<file path="src/design/wed_pkg.sv">
`default_nettype none
// ----------------------------------------------------------------------------
// wed_pkg
// Shared widths, codes, control structs and saturating arithmetic for the
// weighted edit-distance block.
// ----------------------------------------------------------------------------
package wed_pkg;

	localparam int MAX_LEN_DEF     = 64;
	localparam int SYMBOL_BITS_DEF = 16;

	localparam int MODE_W   = 2;
	localparam int SYM_IN_W = 16;
	localparam int DIST_W   = 11;
	localparam int COST_W   = 4;
	localparam int PADDR_W  = 4;
	localparam int PDATA_W  = 32;

	localparam logic [DIST_W-1:0] DIST_MAX = '1;

	localparam logic [COST_W-1:0] INSERT_COST_RST     = 4'd1;
	localparam logic [COST_W-1:0] DELETE_COST_RST     = 4'd2;
	localparam logic [COST_W-1:0] SUBSTITUTE_COST_RST = 4'd3;

	typedef enum logic [MODE_W-1:0] {
		MODE_FIRST   = 2'd0,
		MODE_SECOND  = 2'd1,
		MODE_COMPUTE = 2'd2
	} mode_t;

	typedef enum logic [1:0] {
		REG_INSERT     = 2'd0,
		REG_DELETE     = 2'd1,
		REG_SUBSTITUTE = 2'd2
	} reg_idx_t;

	typedef struct packed {
		logic [COST_W-1:0] ins;
		logic [COST_W-1:0] del;
		logic [COST_W-1:0] sub;
	} costs_t;

	// controller to datapath
	typedef struct packed {
		logic load_first;
		logic load_second;
		logic start;
		logic init_step;
		logic row_step;
		logic cell_step;
		logic finish;
	} cmd_t;

	// datapath to controller
	typedef struct packed {
		logic len2_zero;
		logic j_last;
		logic rows_done;
	} status_t;

	function automatic logic [DIST_W-1:0] sat_add(input logic [DIST_W-1:0] x,
			input logic [COST_W-1:0] c);
		logic [DIST_W:0] s;
		s = {1'b0, x} + (DIST_W+1)'(c);
		return (s > {1'b0, DIST_MAX}) ? DIST_MAX : s[DIST_W-1:0];
	endfunction

endpackage
`default_nettype wire

</file>
<file path="src/design/wed_if.sv">
`default_nettype none
// ----------------------------------------------------------------------------
// wed_if
// Valid/ready channels: symbol requests in, distance results out.
// ----------------------------------------------------------------------------
interface wed_in_if;
	logic                         valid;
	logic                         ready;
	logic [wed_pkg::MODE_W-1:0]   mode;
	logic [wed_pkg::SYM_IN_W-1:0] symbol;

	modport source (output valid, mode, symbol, input ready);
	modport sink   (input valid, mode, symbol, output ready);
endinterface

interface wed_out_if;
	logic                       valid;
	logic                       ready;
	logic [wed_pkg::DIST_W-1:0] distance;
	logic                       length_overflow;

	modport source (output valid, distance, length_overflow, input ready);
	modport sink   (input valid, distance, length_overflow, output ready);
endinterface
`default_nettype wire

</file>
<file path="src/design/wed_cfg.sv">
`default_nettype none
// ----------------------------------------------------------------------------
// wed_cfg
// APB-style register file holding the three edit costs.
// ----------------------------------------------------------------------------
module wed_cfg (
	input  wire logic                        clk,
	input  wire logic                        arst_n,
	input  wire logic                        psel,
	input  wire logic                        penable,
	input  wire logic                        pwrite,
	input  wire logic [wed_pkg::PADDR_W-1:0] paddr,
	input  wire logic [wed_pkg::PDATA_W-1:0] pwdata,
	output logic      [wed_pkg::PDATA_W-1:0] prdata,
	output wed_pkg::costs_t                  costs
);
	import wed_pkg::*;

	costs_t   costs_q;
	logic     wr_en;
	reg_idx_t idx;

	assign idx   = reg_idx_t'(paddr[3:2]);
	assign wr_en = psel && penable && pwrite;

	always_ff @(posedge clk or negedge arst_n) begin
		if (!arst_n) begin
			costs_q.ins <= INSERT_COST_RST;
			costs_q.del <= DELETE_COST_RST;
			costs_q.sub <= SUBSTITUTE_COST_RST;
		end else if (wr_en) begin
			unique case (idx)
				REG_INSERT:     costs_q.ins <= pwdata[COST_W-1:0];
				REG_DELETE:     costs_q.del <= pwdata[COST_W-1:0];
				REG_SUBSTITUTE: costs_q.sub <= pwdata[COST_W-1:0];
				default: ;
			endcase
		end
	end

	always_comb begin
		unique case (idx)
			REG_INSERT:     prdata = PDATA_W'(costs_q.ins);
			REG_DELETE:     prdata = PDATA_W'(costs_q.del);
			REG_SUBSTITUTE: prdata = PDATA_W'(costs_q.sub);
			default:        prdata = '0;
		endcase
	end

	assign costs = costs_q;
endmodule
`default_nettype wire

</file>
<file path="src/design/wed_ctrl.sv">
`default_nettype none
// ----------------------------------------------------------------------------
// wed_ctrl
// Sequencer: accepts requests, walks the init row, the rows and the cells,
// and hands the result to the output register.
// ----------------------------------------------------------------------------
module wed_ctrl (
	input  wire logic                       clk,
	input  wire logic                       arst_n,
	input  wire logic                       in_valid,
	input  wire logic [wed_pkg::MODE_W-1:0] in_mode,
	output logic                            in_ready,
	output logic                            out_valid,
	input  wire logic                       out_ready,
	input  wire wed_pkg::status_t           status,
	output wed_pkg::cmd_t                   cmd
);
	import wed_pkg::*;

	typedef enum logic [4:0] {
		S_IDLE = 5'b00001,
		S_INIT = 5'b00010,
		S_ROW  = 5'b00100,
		S_CELL = 5'b01000,
		S_DONE = 5'b10000
	} state_t;

	state_t state_q, state_d;
	logic   out_valid_q;
	logic   accept;
	logic   slot_free;

	assign in_ready  = (state_q == S_IDLE);
	assign accept    = in_valid && in_ready;
	assign slot_free = !out_valid_q || out_ready;

	always_comb begin
		state_d = state_q;
		cmd     = '0;
		unique case (state_q)
			S_IDLE: begin
				cmd.load_first  = accept && (in_mode == MODE_FIRST);
				cmd.load_second = accept && (in_mode == MODE_SECOND);
				if (accept && (in_mode == MODE_COMPUTE)) begin
					cmd.start = 1'b1;
					state_d   = status.len2_zero ? S_ROW : S_INIT;
				end
			end
			S_INIT: begin
				cmd.init_step = 1'b1;
				if (status.j_last) state_d = S_ROW;
			end
			S_ROW: begin
				if (status.rows_done) begin
					state_d = S_DONE;
				end else begin
					cmd.row_step = 1'b1;
					if (!status.len2_zero) state_d = S_CELL;
				end
			end
			S_CELL: begin
				cmd.cell_step = 1'b1;
				if (status.j_last) state_d = S_ROW;
			end
			S_DONE: begin
				if (slot_free) begin
					cmd.finish = 1'b1;
					state_d    = S_IDLE;
				end
			end
			default: state_d = S_IDLE;
		endcase
	end

	always_ff @(posedge clk or negedge arst_n) begin
		if (!arst_n) begin
			state_q     <= S_IDLE;
			out_valid_q <= 1'b0;
		end else begin
			state_q <= state_d;
			if (cmd.finish)     out_valid_q <= 1'b1;
			else if (out_ready) out_valid_q <= 1'b0;
		end
	end

	assign out_valid = out_valid_q;
endmodule
`default_nettype wire

</file>
<file path="src/design/wed_dp.sv">
`default_nettype none
// ----------------------------------------------------------------------------
// wed_dp
// Datapath: symbol stores, rolling cost row, cell arithmetic, counters and
// the result register.
// ----------------------------------------------------------------------------
module wed_dp #(
	parameter int MAX_LEN     = wed_pkg::MAX_LEN_DEF,
	parameter int SYMBOL_BITS = wed_pkg::SYMBOL_BITS_DEF
) (
	input  wire logic                         clk,
	input  wire logic                         arst_n,
	input  wire logic [wed_pkg::SYM_IN_W-1:0] symbol,
	input  wire wed_pkg::costs_t              costs,
	input  wire wed_pkg::cmd_t                cmd,
	output wed_pkg::status_t                  status,
	output logic      [wed_pkg::DIST_W-1:0]   distance,
	output logic                              length_overflow
);
	import wed_pkg::*;

	localparam int IDX_W = (MAX_LEN > 1) ? $clog2(MAX_LEN) : 1;
	localparam int LEN_W = $clog2(MAX_LEN + 1);

	logic [SYMBOL_BITS-1:0] first_mem  [MAX_LEN];
	logic [SYMBOL_BITS-1:0] second_mem [MAX_LEN];
	logic [DIST_W-1:0]      row_mem    [MAX_LEN];

	logic [LEN_W-1:0]  len1_q, len2_q, i_q;
	logic [IDX_W-1:0]  j_q, j_next;
	logic              ovf_q;
	logic [DIST_W-1:0] col0_q, acc_q, left_q, diag_q;
	logic [DIST_W-1:0] col0_next, cell_cost;
	logic [DIST_W-1:0] up_rd_q;
	logic [SYMBOL_BITS-1:0] a_rd_q, b_rd_q, sym;
	logic [DIST_W-1:0] cand_ins, cand_del, cand_sub, cand_min;
	logic              rd_en;
	logic [IDX_W-1:0]  rd_idx;
	logic [DIST_W-1:0] distance_q;
	logic              length_overflow_q;

	assign sym       = SYMBOL_BITS'(symbol);
	assign j_next    = j_q + IDX_W'(1);
	assign col0_next = sat_add(col0_q, costs.del);

	assign status.len2_zero = (len2_q == '0);
	assign status.j_last    = ((LEN_W'(j_q) + LEN_W'(1)) == len2_q);
	assign status.rows_done = (i_q == len1_q);

	// cell: match takes the diagonal, else cheapest of three moves
	always_comb begin
		cand_ins = sat_add(left_q, costs.ins);
		cand_del = sat_add(up_rd_q, costs.del);
		cand_sub = sat_add(diag_q, costs.sub);
		cand_min = (cand_ins < cand_del) ? cand_ins : cand_del;
		if (cand_sub < cand_min) cand_min = cand_sub;
		cell_cost = (a_rd_q == b_rd_q) ? diag_q : cand_min;
	end

	// first column of the next row, or the next cell of this one
	assign rd_en  = cmd.row_step || (cmd.cell_step && !status.j_last);
	assign rd_idx = cmd.row_step ? '0 : j_next;

	always_ff @(posedge clk) begin
		if (cmd.load_first && (len1_q < LEN_W'(MAX_LEN)))
			first_mem[len1_q[IDX_W-1:0]] <= sym;
		if (cmd.row_step)
			a_rd_q <= first_mem[i_q[IDX_W-1:0]];
	end

	always_ff @(posedge clk) begin
		if (cmd.load_second && (len2_q < LEN_W'(MAX_LEN)))
			second_mem[len2_q[IDX_W-1:0]] <= sym;
		if (rd_en)
			b_rd_q <= second_mem[rd_idx];
	end

	always_ff @(posedge clk) begin
		if (cmd.init_step)
			row_mem[j_q] <= acc_q;
		else if (cmd.cell_step)
			row_mem[j_q] <= cell_cost;
		if (rd_en)
			up_rd_q <= row_mem[rd_idx];
	end

	always_ff @(posedge clk or negedge arst_n) begin
		if (!arst_n) begin
			len1_q <= '0;
			len2_q <= '0;
			ovf_q  <= 1'b0;
		end else begin
			if (cmd.load_first) begin
				if (len1_q < LEN_W'(MAX_LEN)) len1_q <= len1_q + LEN_W'(1);
				else                          ovf_q  <= 1'b1;
			end
			if (cmd.load_second) begin
				if (len2_q < LEN_W'(MAX_LEN)) len2_q <= len2_q + LEN_W'(1);
				else                          ovf_q  <= 1'b1;
			end
			if (cmd.finish) begin
				len1_q <= '0;
				len2_q <= '0;
				ovf_q  <= 1'b0;
			end
		end
	end

	always_ff @(posedge clk or negedge arst_n) begin
		if (!arst_n) begin
			i_q <= '0;
			j_q <= '0;
		end else begin
			if (cmd.start) begin
				i_q <= '0;
				j_q <= '0;
			end else if (cmd.row_step) begin
				i_q <= i_q + LEN_W'(1);
				j_q <= '0;
			end else if (cmd.init_step || cmd.cell_step) begin
				j_q <= j_next;
			end
		end
	end

	always_ff @(posedge clk) begin
		if (cmd.start) begin
			col0_q <= '0;
			acc_q  <= DIST_W'(costs.ins);
			left_q <= '0;
		end else if (cmd.init_step) begin
			acc_q  <= sat_add(acc_q, costs.ins);
			left_q <= acc_q;
		end else if (cmd.row_step) begin
			diag_q <= col0_q;
			col0_q <= col0_next;
			left_q <= col0_next;
		end else if (cmd.cell_step) begin
			diag_q <= up_rd_q;
			left_q <= cell_cost;
		end
		if (cmd.finish) begin
			distance_q        <= (len2_q == '0) ? col0_q : left_q;
			length_overflow_q <= ovf_q;
		end
	end

	assign distance        = distance_q;
	assign length_overflow = length_overflow_q;
endmodule
`default_nettype wire

</file>
<file path="src/design/weighted_edit_distance.sv">
`default_nettype none
// ----------------------------------------------------------------------------
// weighted_edit_distance
// Weighted edit distance between two symbol sequences loaded one per request.
//
//   channel  dir  handshake              payload
//   item     in   valid/ready            mode[1:0], symbol[15:0]
//   result   out  valid/ready            distance[10:0], length_overflow
//   apb      in   psel/penable, pready=1 paddr[3:0], pwdata/prdata[31:0]
//
// A compute request walks the init row and then each row: a row step
// fetches the first-sequence symbol and advances column zero, then the cells
// follow at one cell per cycle, bounded by the single write port of the
// cost-row memory.
// Reset clears lengths, the drop flag, the state machine and result valid;
// the stores hold garbage until loaded. A result waiting on the output side
// does not block loads; a following compute holds in its last state until
// the result slot is free.
// ----------------------------------------------------------------------------
module weighted_edit_distance #(
	parameter int MAX_LEN     = wed_pkg::MAX_LEN_DEF,
	parameter int SYMBOL_BITS = wed_pkg::SYMBOL_BITS_DEF
) (
	input  wire logic                        clk,
	input  wire logic                        arst_n,
	wed_in_if.sink                           item,
	wed_out_if.source                        result,
	input  wire logic                        psel,
	input  wire logic                        penable,
	input  wire logic                        pwrite,
	input  wire logic [wed_pkg::PADDR_W-1:0] paddr,
	input  wire logic [wed_pkg::PDATA_W-1:0] pwdata,
	output logic      [wed_pkg::PDATA_W-1:0] prdata,
	output logic                             pready
);
	import wed_pkg::*;

	costs_t  costs;
	cmd_t    cmd;
	status_t status;

	// register writes complete in the access cycle, never wait
	assign pready = 1'b1;

	wed_cfg u_cfg (
		.clk     (clk),
		.arst_n  (arst_n),
		.psel    (psel),
		.penable (penable),
		.pwrite  (pwrite),
		.paddr   (paddr),
		.pwdata  (pwdata),
		.prdata  (prdata),
		.costs   (costs)
	);

	// sequencer: decodes the request mode and steps through the matrix
	wed_ctrl u_ctrl (
		.clk       (clk),
		.arst_n    (arst_n),
		.in_valid  (item.valid),
		.in_mode   (item.mode),
		.in_ready  (item.ready),
		.out_valid (result.valid),
		.out_ready (result.ready),
		.status    (status),
		.cmd       (cmd)
	);

	// stores, rolling row and the cell arithmetic
	wed_dp #(
		.MAX_LEN     (MAX_LEN),
		.SYMBOL_BITS (SYMBOL_BITS)
	) u_dp (
		.clk             (clk),
		.arst_n          (arst_n),
		.symbol          (item.symbol),
		.costs           (costs),
		.cmd             (cmd),
		.status          (status),
		.distance        (result.distance),
		.length_overflow (result.length_overflow)
	);
endmodule
`default_nettype wire

</file>
<file path="src/flat_wrapper.sv">
// flat-port wrapper written by rule: the top's interface ports become plain ports
module weighted_edit_distance_flat import wed_pkg::*;
#(
	parameter int MAX_LEN     = wed_pkg::MAX_LEN_DEF,
	parameter int SYMBOL_BITS = wed_pkg::SYMBOL_BITS_DEF
)
  (clk, arst_n, psel, penable, pwrite, paddr, pwdata, prdata, pready, item_valid, item_mode, item_symbol, item_ready, result_valid, result_distance, result_length_overflow, result_ready);
  wed_in_if item_i ();
  wed_out_if result_i ();
  input  wire logic clk;
  input  wire logic arst_n;
  input  wire logic psel;
  input  wire logic penable;
  input  wire logic pwrite;
  input  wire logic [wed_pkg::PADDR_W-1:0] paddr;
  input  wire logic [wed_pkg::PDATA_W-1:0] pwdata;
  output logic      [wed_pkg::PDATA_W-1:0] prdata;
  output logic pready;
  input wire logic [$bits(item_i.valid)-1:0] item_valid;
  input wire logic [$bits(item_i.mode)-1:0] item_mode;
  input wire logic [$bits(item_i.symbol)-1:0] item_symbol;
  output wire logic [$bits(item_i.ready)-1:0] item_ready;
  output wire logic [$bits(result_i.valid)-1:0] result_valid;
  output wire logic [$bits(result_i.distance)-1:0] result_distance;
  output wire logic [$bits(result_i.length_overflow)-1:0] result_length_overflow;
  input wire logic [$bits(result_i.ready)-1:0] result_ready;
  assign item_i.valid = item_valid;
  assign item_i.mode = item_mode;
  assign item_i.symbol = item_symbol;
  assign item_ready = item_i.ready;
  assign result_valid = result_i.valid;
  assign result_distance = result_i.distance;
  assign result_length_overflow = result_i.length_overflow;
  assign result_i.ready = result_ready;
  weighted_edit_distance #(.MAX_LEN(MAX_LEN), .SYMBOL_BITS(SYMBOL_BITS)) u_core (.clk(clk), .arst_n(arst_n), .item(item_i), .result(result_i), .psel(psel), .penable(penable), .pwrite(pwrite), .paddr(paddr), .pwdata(pwdata), .prdata(prdata), .pready(pready));
endmodule
</file>
<file path="config.mk">
export PLATFORM = sky130hd
export DESIGN_NAME = weighted_edit_distance_flat
export DESIGN_NICKNAME = d
export VERILOG_FILES = /design/src/design/wed_pkg.sv /design/src/design/wed_if.sv /design/src/design/wed_cfg.sv /design/src/design/wed_ctrl.sv /design/src/design/wed_dp.sv /design/src/design/weighted_edit_distance.sv /design/src/flat_wrapper.sv
export SDC_FILE = /design/constraint.sdc
export NUM_CORES = 2
export LEC_CHECK = 0
export BUFFER_PORTS_ARGS = -buffer_cell sky130_fd_sc_hd__buf_2
export CAP_MARGIN = 10
export CORE_ASPECT_RATIO = 0.9
export CORE_MARGIN = 10
export CORE_UTILIZATION = 63
export CTS_CLUSTER_DIAMETER = 80
export DETAILED_ROUTE_END_ITERATION = 10
export HOLD_SLACK_MARGIN = 0.12
export PLACE_DENSITY = 0.79
export SKIP_CTS_REPAIR_TIMING = 1
export SYNTH_ARGS = -nofsm -noshare
export SYNTH_HDL_FRONTEND = slang
export SYNTH_SLANG_ARGS = --single-unit
</file>
<file path="constraint.sdc">
create_clock -name clk -period 9 [get_ports clk]
set_input_delay 0.9 -clock clk [delete_from_list [all_inputs] [get_ports clk]]
set_output_delay 0.9 -clock clk [all_outputs]
set_load 0.02 [all_outputs]
</file>
After elaboration in Yosys (flattened, before gate mapping). Memories as Yosys holds them, arrays and structs flattened. A register that Yosys moved wholly into a read port is not among the register bits. Index checks and enable logic that the tools add are counted.

Bits in writable memories: 2752. Bits of input ports: 61. Word-level logic and storage cells: 155. Memories kept: 3. Register bits: 102.

Eq/ne operators: 16. Reductions and logical operators: 36. $lt $le $gt $ge: 9. Bitwise operators: 3. Add/sub/neg operators: 10. Multiplexer cells: 61.

Memories: u_core.u_dp.first_mem (words 64, bits a word 16, read ports 1, clocked after memory_dff 1, wr ports 1, RTL line wed_dp.sv:25) `logic [SYMBOL_BITS-1:0] first_mem [MAX_LEN];`; u_core.u_dp.second_mem (words 64, bits a word 16, read ports 1, clocked after memory_dff 1, wr ports 1, RTL line wed_dp.sv:26) `logic [SYMBOL_BITS-1:0] second_mem [MAX_LEN];`; u_core.u_dp.row_mem (words 64, bits a word 11, read ports 1, clocked after memory_dff 1, wr ports 1, RTL line wed_dp.sv:27) `logic [DIST_W-1:0] row_mem [MAX_LEN];`.

Operator list (count): $mux W11 (15); $add A11 B4 Y12 (5); $gt A12 B11 Y1 const B (5); $mux W7 (8); $mux W5 (5); $mux W6 (4); $mux W1 (23); $lt A11 B11 Y1 (2); $add A7 B1 Y7 const B (3); $pmux W5 S4 (1); $eq A16 B16 Y1 (1); $reduce_bool A2 Y1 (8); $eq A7 B7 Y1 (2); $lt A7 B7 Y1 const B (2); $pmux W4 S3 (1); $reduce_and A2 Y1 (6); $logic_and A1 B1 Y1 (9); $mux W4 (2); $add A6 B1 Y7 const B (1); $logic_not A7 Y1 (1); $add A6 B1 Y6 const B (1); $mux W3 (2); $reduce_bool A3 Y1 (2); $eq A5 B1 Y1 const B (1); other kinds (17) (25).

Longest topological paths before layout.
Depth in word-level cells: 11. Gate-level depth with buffers: 28. Depth with buffers taken out: 27.

Cells and area by module. A second synthesis with hierarchy kept.

Cells, all modules: 7100. Area, all modules: 116026.3 sq um.

By module, submodules not included: wed_dp (cells an instance 6989, times used 1, seq. area each 86022.5 sq um, area each 114820.1 sq um); wed_cfg (cells an instance 71, times used 1, seq. area each 305.3 sq um, area each 780.7 sq um); wed_ctrl (cells an instance 38, times used 1, seq. area each 151.4 sq um, area each 414.1 sq um); weighted_edit_distance (cells an instance 2, times used 1, seq. area each 0.0 sq um, area each 11.3 sq um).

Least setup slack after synthesis. OpenSTA, ideal clock, no wires.

Path type: register to register. Start: register u_core.u_cfg.costs_q, in the netlist u_core.u_cfg.costs[8]. End: memory u_core.u_dp.row_mem[0][4] (data pin). Arrival time: 7.313 ns. Data required time: 8.281 ns. Setup time: 0.719 ns. Period minus slack after synthesis: 8.032 ns. Buffers on the path: 0. Path slack: 0.968 ns. Cell stages (with the launch flop): 27. Cells stage by stage: dfstp_2 ha_1 fa_1 and3_1 o21bai_1 nor2_1 xnor2_1 o21ai_0 ha_1 a21o_1 a21o_1 a211oi_1 o31a_1 nand2_1 a21oi_1 inv_1 ha_1 a21o_1 a21oi_1 nor2b_1 o21ai_0 nand3_1 a21oi_1 a31oi_4 mux2i_1 and2_0 o31ai_1.

Cells in the longest elaborated chain, start to end: 9.

RTL lines: from (decl) (RTL line wed_cfg.sv:19) `costs_t costs_q;`; $add A11 B4 Y12 (*) (RTL line wed_pkg.sv:64) `s = {1'b0, x} + (DIST_W+1)'(c);`; $gt A12 B11 Y1 (RTL line wed_pkg.sv:65) `return (s > {1'b0, DIST_MAX}) ? DIST_MAX : s[DIST_W-1:0];`; $mux W11 (*) (RTL line wed_pkg.sv:65); $lt A11 B11 Y1 (RTL line wed_dp.sv:55) `cand_min = (cand_ins < cand_del) ? cand_ins : cand_del;`; $mux W11 (*) (RTL line wed_dp.sv:55); $lt A11 B11 Y1 (RTL line wed_dp.sv:56) `if (cand_sub < cand_min) cand_min = cand_sub;`; $mux W11 (*) (RTL line wed_dp.sv:56); $mux W11 (*) (RTL line wed_dp.sv:57) `cell_cost = (a_rd_q == b_rd_q) ? diag_q : cand_min;`; $mux W11 (no line) (*); to (decl) (RTL line wed_dp.sv:27).

Every way passes the cells marked *; elsewhere a longest branch is shown, timed or not.

Final worst setup path.
Start: register u_core.u_cfg.costs_q, in the netlist u_core.u_cfg.costs[8]. End: memory u_core.u_dp.row_mem[30][1] (data pin).

Same word-level chain as after synthesis.

==> out/qor.csv <==
stage,metric,value,unit
route,drt wl/cell,31.4,um
clock_tree,Inserted Clock Buffers,287,
sta,Final Setup Violations,0,
cells_and_area,"commonest non-fill, non-tap cell in the layout",edfxtp_1,
route,via count,72047,
clock_tree,Root Driver,clkbuf_16,
floorplanning,die width,474,um
route,Residual DRC,0,
clock_tree,"Reg clk slew, reported paths",0.06,ns
synthesis,Seq cells post-synth,2897,
cells_and_area,Fillers,10876,
power_and_ir_drop,worst vdd ir,272,uV
cells_and_area,fin cells,10204,
synthesis,Yosys cell types,80,
floorplanning,FP Rows,150,
synthesis,Post-Syn Area,117000,um2
cells_and_area,final core utilization,0.696,
synthesis,syn_area_per_cell,15.5,um2
floorplanning,Starting Density,0.632,
setup_path,Critical Path Sink Type,register,
floorplanning,die area,203000,um2
route,first-pass iteration count of the detailed router,8,
sta,max_slew headroom,0.110,
route,DR iter-0 viols,12105,
power_and_ir_drop,clock power share,0.290,
floorplanning,IO Count,108,
place,Final HPWL DP,165,mm
sta,Final Cycle Share,0.810,
setup_path,Required @ worst endpoint,9.54,ns
route,routed vias/inst,7.06,
sta,Max Fclk,137,MHz
cells_and_area,Final #Nets,7686,
power_and_ir_drop,Logic pwr share,0.308,
global_route,initial antenna violation count,6,
sta,final setup TNS,0,ns
outcome,status,"complete, no violations",
sta,final hold violations,0,
sta,Max Slew Vio Count,0,
place,Post-DP Area,120000,um2
place,I/O Buffers,48,
place,GPL Wtd Cong,0.906,
clock_tree,worst-case clock buffer depth,4,
clock_tree,htree depth,5,
synthesis,ys async rst share,0.0159,
synthesis,Post-synth EDFFs,2822,
clock_tree,clk_lat worst skew,0.94,ns
power_and_ir_drop,switching power,13700,uW
floorplanning,CORE AREA,185000,um2
global_route,vias in the first global route,69620,
cells_and_area,Layout area overhead,10.2,%
power_and_ir_drop,switching part of the total,0.346,
synthesis,Synthesis Warnings,0,
synthesis,top-area cell type share of the netlist area,0.724,
global_route,first-pass GRT wire length,469,mm
route,Post-Route WL,320,mm
job,max cap viols,0,
global_route,Tot GR Track Use,0.309,
setup_path,WS Path Type,reg -> reg,
sta,Worst Clk Skew,0.0612,ns
power_and_ir_drop,internal power,25900,uW
synthesis,sequential share of the synthesized area,0.739,
clock_tree,Sink Count,2897,
setup_path,data arrival time of the worst path,7.83,ns
sta,Final min period,7.29,ns
setup_path,CP max FO,64,
synthesis,cell count after synthesis,7564,
setup_path,crit start category,register,
synthesis,post-synth top area cell,edfxtp_1,
synthesis,Synth area leaders,"edfxtp_1 72%, mux4_2 6.5%, nand2_1 4.2%, a211oi_1 2.5%, nand3_1 2.0%",
sta,unrepaired setup endpoints after global routing,no,
route,Final ANT Viol Nets,0,
sta,worst-margin pin slew,1.33,ns
global_route,largest net degree at the start of global routing,158,
cells_and_area,most frequent cells in the layout,"2822 x edfxtp_1, 1310 x nand2_1, 471 x nand3_1",
min_path,worst hold path type,in -> async,
power_and_ir_drop,sequential group share of total power,0.403,
clock_tree,CTS tree,built,
power_and_ir_drop,Pwr Density,307,nW/um2
synthesis,top_reg_cell synth,edfxtp_1,
cells_and_area,share of cells above drive strength 1,0.138,
cells_and_area,fin area,129000,um2
place,Inst Count DP,9710,
power_and_ir_drop,Leak,0.0423,uW
floorplanning,Die H,429,um
global_route,aggregate global routing overflow,0,
-- metal layers --
| metal | wire [um] | GRT usage | vias to the layer above |
|---|---|---|---|
| met5 | 16 | 0 | - |
| met4 | 20000 | 0.162 | 4 |
| met3 | 35100 | 0.0510 | 1027 |
| met2 | 154000 | 0.490 | 5831 |
| met1 | 111000 | 0.415 | 35751 |
| li1 | - | - | 29434 |
-- power by group through the flow --
| stage | Combinational (uW) | Clock (uW) | Sequential, uW |
|---|---|---|---|
| 2_1_floorplan | 7800 | 0 | 15900 |
| 3_3_place_gp | 11400 | 0 | 16200 |
| 3_5_place_dp | 11700 | 0 | 16200 |
| 4_1_cts | 11900 | 11500 | 15900 |
| 5_1_grt | 12800 | 12000 | 16000 |
| 6_report | 12200 | 11500 | 15900 |
-- worst paths after layout --
kind	from	end	slack, ns	cells after the start
max	u_core.u_cfg.costs[8]$_DFFE_PN1P_	u_core.u_dp.row_mem[30][1]$_DFFE_PP_	1.71	26
min	arst_n	u_core.u_dp.ovf_q$_DFF_PN0_	0.17	2
max reg2reg	u_core.u_cfg.costs[8]$_DFFE_PN1P_	u_core.u_dp.row_mem[30][1]$_DFFE_PP_	1.71	26
min reg2reg	u_core.u_dp.ovf_q$_DFF_PN0_	u_core.u_dp.length_overflow$_DFFE_PP_	0.45	0
max in group asynchronous	arst_n	u_core.u_dp.j_q[0]$_DFFE_PN0P_	8.18	2
min in group clk	result_ready	u_core.u_ctrl.out_valid$_DFFE_PN0P_	0.20	2
-- layout make-up --
| class | instances | area (um2) | share of cell area |
|---|---|---|---|
| multi-input combinational | 4094 | 28500 | 0.221 |
| clock inverter | 107 | 868 | 0.00674 |
| clock buffer | 376 | 7750 | 0.0601 |
| inverter | 27 | 101 | 0.000786 |
| antenna | 2 | 5.00 | 0.0000388 |
| timing repair buffer | 269 | 2190 | 0.0170 |
| sequential | 2897 | 86500 | 0.671 |
| tap | 2432 | 3040 | 0.0236 |
-- Yosys cell counts (all sizes together) (48+ instances only) --
cell type,instances
nor3,49
a211oi,387
nor2,290
clkbuf,416
and3,280
a311oi,245
mux4,336
nand2,1311
nand3,472
edfxtp,2822
o21ai,48
buf,157
a21oi,169
a31oi,151
-- state kept, by name, indices dropped and copies added, names as in the netlist --
name	count
u_core.u_dp.left_q	11
u_core.u_dp.length_overflow	1
u_core.u_dp.len1_q	7
u_core.u_dp.len2_q	7
u_core.u_dp.first_mem	1024
u_core.u_dp.row_mem	704
u_core.u_dp.col0_q	11
u_core.u_dp.second_mem	1024
u_core.u_ctrl.out_valid	1
u_core.u_dp.a_rd_q	16
u_core.u_ctrl.state_q	5
u_core.u_dp.up_rd_q	11
u_core.u_dp.j_q	6
u_core.u_dp.i_q	7
u_core.u_dp.b_rd_q	16
u_core.u_dp.distance	11
u_core.u_cfg.costs	12
u_core.u_dp.acc_q	11
u_core.u_dp.diag_q	11
u_core.u_dp.ovf_q	1
-- through the flow --
step	total power (uW)	setup WS (ns)	hold WS, ns
after floorplan	23700	0.968	0.426
after global placement	27600	1.71	0.433
after detailed placement	27800	1.83	0.436
after CTS	39300	1.81	0.138
after global routing	40700	1.16	0.189
final	39600	1.71	0.173
-- kinds of logic after synthesis --
family          count (synthesis)  share of synthesized area
mux                           381                     0.0688
compound gates               1061                     0.0657
buf+inv                       600                     0.0208
flops                        2897                      0.739
fa+ha+maj                      49                    0.00556
xor+xnor                       72                    0.00539
other cells                     2                  0.0000642
simple gates                 2502                     0.0948
-- worst max-delay path, stage by stage (launching register included) --
cell	delay [ns]
dfstp_2	0.39
ha_1	0.21
fa_1	0.41
and3_1	0.19
o21bai_1	0.26
nor3_1	0.10
o21ai_0	0.35
inv_1	0.08
ha_1	0.31
nand4_1	0.13
inv_1	0.10
nand3_1	0.12
o31ai_2	0.63
nor2_1	0.08
a31oi_1	0.31
inv_1	0.09
ha_1	0.32
a21o_1	0.18
a21oi_1	0.17
nor2b_1	0.06
o21ai_0	0.14
nand3_1	0.11
a21oi_1	0.29
a31oi_4	0.28
mux2_2	0.42
a211oi_1	0.26
a21o_2	0.87
(Power assumes the default switching activity.)
